## src/rtl/core/mbss_pkg.sv

```systemverilog
// ----------------------------------------------------------------------------
// Masked byte signature scanner package
// Sizes, register indexes and the types passed between the scanner stages.
// ----------------------------------------------------------------------------
package mbss_pkg;

  localparam int MaxPatternBytes = 16;
  localparam int RegBytes        = 16;
  localparam int OffsetBits      = 32;
  localparam int MatchBits       = 32;
  localparam int LenBits         = $clog2(MaxPatternBytes + 1);
  localparam int IdxBits         = (MaxPatternBytes > 1) ? $clog2(MaxPatternBytes) : 1;
  localparam int CfgIndexBits    = 3;
  localparam int CfgDataBits     = 64;

  typedef enum logic [CfgIndexBits-1:0] {
    RegPatternLow  = 3'd0,
    RegPatternHigh = 3'd1,
    RegMaskLow     = 3'd2,
    RegMaskHigh    = 3'd3,
    RegPatternLen  = 3'd4
  } cfg_reg_e;

  typedef struct packed {
    logic [RegBytes-1:0][7:0] pattern;
    logic [RegBytes-1:0][7:0] mask;
    logic [LenBits-1:0]       length;
  } cfg_t;

  typedef struct packed {
    logic                            valid;
    logic [LenBits-1:0]              fill;
    logic [OffsetBits-1:0]           here;
    logic [MaxPatternBytes-1:0][7:0] bytes;
  } window_t;

endpackage

```

## src/rtl/core/mbss_cfg.sv

```systemverilog
// ----------------------------------------------------------------------------
// Scanner configuration registers
// Holds pattern, mask and length, and presents the clamped active length.
// ----------------------------------------------------------------------------
module mbss_cfg
  import mbss_pkg::*;
(
  input  logic                    clk_i,
  input  logic                    rst_ni,
  input  logic                    cfg_valid_i,
  output logic                    cfg_ready_o,
  input  logic [CfgIndexBits-1:0] cfg_index_i,
  input  logic [CfgDataBits-1:0]  cfg_data_i,
  output cfg_t                    cfg_o
);

  logic [CfgDataBits-1:0] pat_lo_q, pat_hi_q, mask_lo_q, mask_hi_q;
  logic [4:0]             len_q;
  logic [LenBits-1:0]     len_active;

  assign cfg_ready_o = 1'b1;

  always_ff @(posedge clk_i or negedge rst_ni) begin
    if (!rst_ni) begin
      pat_lo_q  <= '0;
      pat_hi_q  <= '0;
      mask_lo_q <= '0;
      mask_hi_q <= '0;
      len_q     <= 5'd1;
    end else if (cfg_valid_i) begin
      case (cfg_reg_e'(cfg_index_i))
        RegPatternLow:  pat_lo_q  <= cfg_data_i;
        RegPatternHigh: pat_hi_q  <= cfg_data_i;
        RegMaskLow:     mask_lo_q <= cfg_data_i;
        RegMaskHigh:    mask_hi_q <= cfg_data_i;
        RegPatternLen:  len_q     <= cfg_data_i[4:0];
        default: ;
      endcase
    end
  end

  // A length of zero acts as one; anything past the window depth saturates.
  always_comb begin
    if (len_q == 5'd0) begin
      len_active = LenBits'(1);
    end else if (32'(len_q) > MaxPatternBytes) begin
      len_active = LenBits'(MaxPatternBytes);
    end else begin
      len_active = LenBits'(len_q);
    end
  end

  assign cfg_o.pattern = {pat_hi_q, pat_lo_q};
  assign cfg_o.mask    = {mask_hi_q, mask_lo_q};
  assign cfg_o.length  = len_active;

endmodule

```

## src/rtl/core/mbss_window.sv

```systemverilog
// ----------------------------------------------------------------------------
// Scanner input stage
// Takes one byte per transaction into the sliding window and tracks offsets.
// ----------------------------------------------------------------------------
module mbss_window
  import mbss_pkg::*;
(
  input  logic    clk_i,
  input  logic    rst_ni,
  input  logic    in_valid_i,
  output logic    in_ready_o,
  input  logic [7:0] data_byte_i,
  input  logic    section_start_i,
  input  logic    advance_i,
  output window_t win_o
);

  logic                            valid_q, valid_d;
  logic [LenBits-1:0]              fill_q, fill_d;
  logic [OffsetBits-1:0]           here_q, here_d;
  logic [OffsetBits-1:0]           pos_q, pos_d;
  logic [MaxPatternBytes-1:0][7:0] bytes_q, bytes_d;
  logic                            accept;

  assign in_ready_o = !valid_q || advance_i;
  assign accept     = in_valid_i && in_ready_o;

  always_comb begin
    valid_d = valid_q;
    fill_d  = fill_q;
    here_d  = here_q;
    pos_d   = pos_q;
    bytes_d = bytes_q;
    if (advance_i) begin
      valid_d = 1'b0;
    end
    if (accept) begin
      valid_d = 1'b1;
      if (section_start_i) begin
        bytes_d    = '0;
        bytes_d[0] = data_byte_i;
        fill_d     = LenBits'(1);
        here_d     = '0;
        pos_d      = OffsetBits'(1);
      end else begin
        bytes_d = {bytes_q[MaxPatternBytes-2:0], data_byte_i};
        if (32'(fill_q) < MaxPatternBytes) begin
          fill_d = fill_q + LenBits'(1);
        end
        here_d = pos_q;
        pos_d  = pos_q + OffsetBits'(1);
      end
    end
  end

  always_ff @(posedge clk_i or negedge rst_ni) begin
    if (!rst_ni) begin
      valid_q <= 1'b0;
      fill_q  <= '0;
      here_q  <= '0;
      pos_q   <= '0;
      bytes_q <= '0;
    end else begin
      valid_q <= valid_d;
      fill_q  <= fill_d;
      here_q  <= here_d;
      pos_q   <= pos_d;
      bytes_q <= bytes_d;
    end
  end

  assign win_o.valid = valid_q;
  assign win_o.fill  = fill_q;
  assign win_o.here  = here_q;
  assign win_o.bytes = bytes_q;

endmodule

```

## src/rtl/core/mbss_match.sv

```systemverilog
// ----------------------------------------------------------------------------
// Scanner compare and result stage
// Compares the window against the masked pattern and registers the offset.
// ----------------------------------------------------------------------------
module mbss_match
  import mbss_pkg::*;
(
  input  logic                 clk_i,
  input  logic                 rst_ni,
  input  window_t              win_i,
  input  cfg_t                 cfg_i,
  output logic                 advance_o,
  output logic                 out_valid_o,
  input  logic                 out_ready_i,
  output logic [MatchBits-1:0] match_offset_o
);

  logic [MaxPatternBytes-1:0] lane_ok;
  logic [LenBits-1:0]         sel [MaxPatternBytes];
  logic                       hit;
  logic [OffsetBits-1:0]      start_off;
  logic                       valid_q;
  logic [MatchBits-1:0]       offset_q;

  // Pattern byte j lines up with the byte taken in length-1-j transactions ago.
  always_comb begin
    for (int j = 0; j < MaxPatternBytes; j++) begin
      sel[j]     = cfg_i.length - LenBits'(1) - LenBits'(j);
      lane_ok[j] = 1'b1;
      if (LenBits'(j) < cfg_i.length) begin
        lane_ok[j] = ((win_i.bytes[sel[j][IdxBits-1:0]] & cfg_i.mask[j])
                      == (cfg_i.pattern[j] & cfg_i.mask[j]));
      end
    end
  end

  assign hit       = win_i.valid && (win_i.fill >= cfg_i.length) && (&lane_ok);
  assign start_off = win_i.here - OffsetBits'(cfg_i.length - LenBits'(1));
  assign advance_o = !valid_q || out_ready_i;

  always_ff @(posedge clk_i or negedge rst_ni) begin
    if (!rst_ni) begin
      valid_q <= 1'b0;
    end else if (advance_o) begin
      valid_q <= hit;
    end
  end

  always_ff @(posedge clk_i) begin
    if (advance_o && hit) begin
      offset_q <= MatchBits'(start_off);
    end
  end

  assign out_valid_o    = valid_q;
  assign match_offset_o = offset_q;

endmodule

```

## src/rtl/core/masked_byte_signature_scan.sv

```systemverilog
// ----------------------------------------------------------------------------
// Masked byte signature scanner
// Searches a byte stream for a masked signature of up to 16 bytes.
// ----------------------------------------------------------------------------
// The slave stream carries one section byte per transaction in tdata, and
// tuser marks the first byte of a new section, which restarts the offset at
// zero and empties the window. The master stream carries the section offset
// where a matching window begins. Bytes that complete no match produce no
// transaction on the master side.
// A byte is taken every cycle unless the receiver stalls. A match passes
// through the input window register and then the result register, around
// the parallel masked compare, before it appears on the master side.
// When the receiver stalls, the result register holds its offset and the
// window register can still take one more byte; then tready drops.
// After reset the window is empty, the pattern and mask are zero and the
// length is one. Configuration writes are always ready; the user must make
// them only while no byte is in flight, as the block does not enforce this.
// ----------------------------------------------------------------------------
module masked_byte_signature_scan
  import mbss_pkg::*;
(
  input  logic                    clk_i,
  input  logic                    rst_ni,
  input  logic                    s_axis_tvalid,
  output logic                    s_axis_tready,
  input  logic [7:0]              s_axis_tdata,   // [7:0] data_byte
  input  logic                    s_axis_tuser,   // [0] section_start
  output logic                    m_axis_tvalid,
  input  logic                    m_axis_tready,
  output logic [MatchBits-1:0]    m_axis_tdata,   // [31:0] match_offset
  input  logic                    cfg_valid_i,
  output logic                    cfg_ready_o,
  input  logic [CfgIndexBits-1:0] cfg_index_i,
  input  logic [CfgDataBits-1:0]  cfg_data_i
);

  cfg_t    cfg;
  window_t win;
  logic    advance;

  mbss_cfg u_cfg (
    .clk_i       (clk_i),
    .rst_ni      (rst_ni),
    .cfg_valid_i (cfg_valid_i),
    .cfg_ready_o (cfg_ready_o),
    .cfg_index_i (cfg_index_i),
    .cfg_data_i  (cfg_data_i),
    .cfg_o       (cfg)
  );

  mbss_window u_window (
    .clk_i           (clk_i),
    .rst_ni          (rst_ni),
    .in_valid_i      (s_axis_tvalid),
    .in_ready_o      (s_axis_tready),
    .data_byte_i     (s_axis_tdata),
    .section_start_i (s_axis_tuser),
    .advance_i       (advance),
    .win_o           (win)
  );

  mbss_match u_match (
    .clk_i          (clk_i),
    .rst_ni         (rst_ni),
    .win_i          (win),
    .cfg_i          (cfg),
    .advance_o      (advance),
    .out_valid_o    (m_axis_tvalid),
    .out_ready_i    (m_axis_tready),
    .match_offset_o (m_axis_tdata)
  );

endmodule

```

## config.mk

```make
export PLATFORM = sky130hd
export DESIGN_NAME = masked_byte_signature_scan
export DESIGN_NICKNAME = d
export VERILOG_FILES = /design/src/rtl/core/mbss_pkg.sv /design/src/rtl/core/mbss_cfg.sv /design/src/rtl/core/mbss_window.sv /design/src/rtl/core/mbss_match.sv /design/src/rtl/core/masked_byte_signature_scan.sv
export SDC_FILE = /design/constraint.sdc
export NUM_CORES = 1
export LEC_CHECK = 0
export BUFFER_PORTS_ARGS = -buffer_cell sky130_fd_sc_hd__clkbuf_2
export CAP_MARGIN = 30
export CORE_AREA = 5 5 283 285
export CTS_CLUSTER_SIZE = 40
export DETAILED_ROUTE_END_ITERATION = 10
export DIE_AREA = 0 0 288 290
export MAX_ROUTING_LAYER = met4
export PLACE_DENSITY = 0.64
export SLEW_MARGIN = 20
export SYNTH_ARGS = -nofsm -noshare
export SYNTH_HDL_FRONTEND = slang
export SYNTH_SLANG_ARGS = --single-unit
```

## constraint.sdc

```tcl
create_clock -name clk_i -period 11.7 [get_ports clk_i]
set_input_delay 2.34 -clock clk_i [delete_from_list [all_inputs] [get_ports clk_i]]
set_output_delay 2.34 -clock clk_i [all_outputs]
set_load 0.05 [all_outputs]
```

==> flow_summary.yaml <==
power:
  power_frac_seq_pct: 32.7
  swShare_pct: 36.05
  power_frac_clock_pct: 29.6
  p_leak_uw: 0.01522
  cellPowerDensity_nw_per_um2: 190.5
  share_comb_of_total_power_pct: 37.7
  ir_drop_mv: 0.1560
  p_sw_uw: 2355
  p_int_uw: 4178
global_routing:
  grtUsageMet2_pct: 32.89
  antenna_found_initial: 2
  grt.met3_usage_pct: 3.281
  use_met1_pct: 29.39
  grt_usage_pct: 21.39
  grt_pass1_wl_um: 137600
  grt_pass1_vias: 22080
  grt_remaining_overflow: 0
  grt_start_max_net_pins: 145
  grt-busiest-layer: "met2"
sta:
  hold_violations: 0
  finClkSkew_ns: 0.01721
  layout_min_cycle_time_ns: 8.237
  timing.fmax_ghz: 0.1214
  tightestPinTransition_ns: 1.234
  drv_slew: 0
  setup_viol: 0
  timing.final.crit_share_pct: 70.40
  rsz0062_at_grt: "no"
  finalSetupTns_ns: 0
  hold_slack_ns: 0.4756
  slew_headroom_pct: 17.73
status:
  status: "complete, no violations"
clock_network:
  clock-sinks: 492
  clk-insertion-delay-late_ns: 0.62
  cts_root_buffer: "clkbuf_16"
  cts_inserted_buffers: 54
  htreeDepth: 2
  clk_pin_slew_ns: 0.06
  ctsHoldBuffers: 0
  clockBufferDepth: 3
  cts_resized: 0
  cts_tree: "built"
  postCtsSetupBuffers: 0
synthesis:
  synth-async-reset-ratio_pct: 93.50
  ys_seq_area_share_pct: 40.81
  synth_top_flop_cell: "dfrtp_1"
  synth_nets: 2954
  synth-edff-count: 32
  yosysUniqueCellTypes: 85
  netlist_area_um2: 30560
  syn_avg_cell_area_um2: 10.82
  yosysWarningCount: 0
  ys_ff_latch: 492
  synthCells: 2824
route:
  ant_nets: 0
  drtIter0Drc: 2416
  dr_total_vias: 23110
  vias_per_cell: 5.856
  remaining_drc_errors: 0
  drt-total-wl_um: 88790
  first_pass_iters: 9
  wire_per_inst_um: 22.50
finish:
  final_nets: 2990
  final_cells: 3946
  area_delta_synth_final_pct: 12.19
  layout-drive-gt1-share_pct: 22.89
setup_path:
  critical_path_class: "register to register"
  reg2regPathDepth: 19
  r2r-end: "u_match.match_offset_o[29]"
  arrival_ns: 8.51
  start_kind: "register"
  crit_fanout: 46
  reg2reg_from: "u_cfg.len_q[0]"
  reg2reg_setup_slack_ns: 3.46
  cp-end-kind: "register"
  worstPathRequired_ns: 11.97
floorplanning:
  die_w_um: 288
  rows: 102
  die_area_um2: 83520
  start_util_pct: 39.65
  io_pins: 116
  core_um2: 77080
  die_h_um: 290
worst_hold_path:
  min_from: "u_window.here_q[6]"
  min_to: "u_window.here_q[6]"
  hold_path.class: "register to register"
  whs_path_depth: 2
placed_design:
  placed_cells: 3838
  io_buffers: 114
  gp_congestion: 1.025
  dpl.hpwl_um: 62440
job:
  maxCapViolCount: 0
[worst max path at each step]
stage | start | endpoint | slack, ns | depth (start not counted)
final | u_cfg.len_q[0] | u_match.match_offset_o[29] | 3.46 | 19
after global routing | u_cfg.len_q[0] | u_match.match_offset_o[0] | 2.95 | 19
after CTS | u_cfg.len_q[0] | u_match.match_offset_o[0] | 3.48 | 19
after detailed placement | u_cfg.len_q[0] | u_match.match_offset_o[27] | 3.50 | 19
after global placement | u_cfg.len_q[0] | u_match.match_offset_o[27] | 3.62 | 19
after floorplan | u_cfg.len_q[2] | u_match.match_offset_o[0] | 2.13 | 24
[per-stage QoR]
step                      util [%]  instance area (um^2)  total power (uW)  worst slack [ns]
after floorplan                  -                 30560              3958             2.132
after global placement       41.62                 32080              4573             3.624
after detailed placement     41.68                 32130              4596             3.497
after CTS                    44.30                 34150              6547             3.480
after global routing         44.48                 34290              6865             2.950
final                        44.48                 34290              6533             3.464
[cell usage in the layout (no fill, tap or decap), drive strengths merged, types with 70 or more instances in the layout]
cell and n:
nand3 108, mux2i 186, dfrtp 459, inv 70, mux4 135, clkbuf 187, mux2 246, o21ai 91
nand3b 151, nand2 407, xor2 91, nor2 101, xnor2 70
[cell type report]
cell class / instances / area, um^2
fill: 7284 / 42800
multi-input combinational: 2083 / 17170
sequential: 492 / 12470
clock buffer: 75 / 1604
tap: 1040 / 1301
timing repair buffer: 159 / 1050
clock inverter: 26 / 419.2
inverter: 70 / 267.8
antenna: 1 / 2.502
[power groups by stage]
stage	logic [uW]	registers [uW]	clock network (uW)
2_1_floorplan	1850	2100	0
3_3_place_gp	2420	2160	0
3_5_place_dp	2430	2160	0
5_1_grt	2670	2170	2030
6_report	2470	2140	1930
4_1_cts	2450	2130	1970
[cells in the mapped netlist (17+ instances only)]
library cell,count,area share (%)
buf_2,22,0.36
a22oi_1,35,0.86
xnor2_1,67,1.9
o21ai_0,91,1.5
clkbuf_1,125,1.5
nand2b_1,32,0.66
ha_1,48,2.0
a21o_1,24,0.59
a211oi_1,24,0.59
nand3b_1,151,3.7
nor2_1,100,1.2
mux2_2,246,9.1
buf_1,23,0.28
inv_1,64,0.79
dfrtp_1,459,38
nand3_1,108,1.8
a221oi_1,22,0.63
a21oi_1,56,0.92
a222oi_1,17,0.56
edfxtp_1,32,3.1
xor2_1,91,2.6
nand2_1,407,5.0
mux2i_1,186,6.1
mux4_2,130,9.6
[routing by layer]
metal,vias to the layer above,routed length (um)
li1,10470,-
met1,11650,37970
met2,833,41480
met3,154,6281
met4,0,3062
met5,-,0
[state kept, by name (all words and copies together) (netlist names)]
signal,cells
u_window.here_q,32
u_window.fill_q,5
u_cfg.len_q,5
u_window.win_o,128
u_cfg.pat_hi_q,64
u_match.match_offset_o,32
u_window.valid_q,1
u_cfg.mask_hi_q,64
u_window.pos_q,32
u_cfg.mask_lo_q,64
u_match.out_valid_o,1
u_cfg.pat_lo_q,64
[critical path, stage by stage, from the launching register on]
cell and delay (ns):
dfstp_2 0.51, buf_4 0.54, o21a_4 0.66, inv_4 0.45, ha_1 0.47, xnor2_4 0.58
inv_2 0.48, ha_1 0.44, nand2b_1 0.20, o32ai_2 0.26, buf_4 0.24, nor2_4 0.10
xnor2_4 0.38, mux4_2 0.56, xor2_1 0.15, a2111o_1 0.45, nor4_1 0.28, o2bb2ai_1 0.17
nor4b_2 0.41, buf_4 0.44
[cell families after synthesis]
| kind of cell | synth area share [%] |
|---|---|
| simple gates | 14.58 |
| other cells | 0.01227 |
| mux | 25.17 |
| fa+ha+maj | 2.129 |
| compound gates | 9.224 |
| xor+xnor | 4.761 |
| flops | 40.81 |
| buf+inv | 3.312 |
Note: power is estimated with default switching activity, not from simulation.
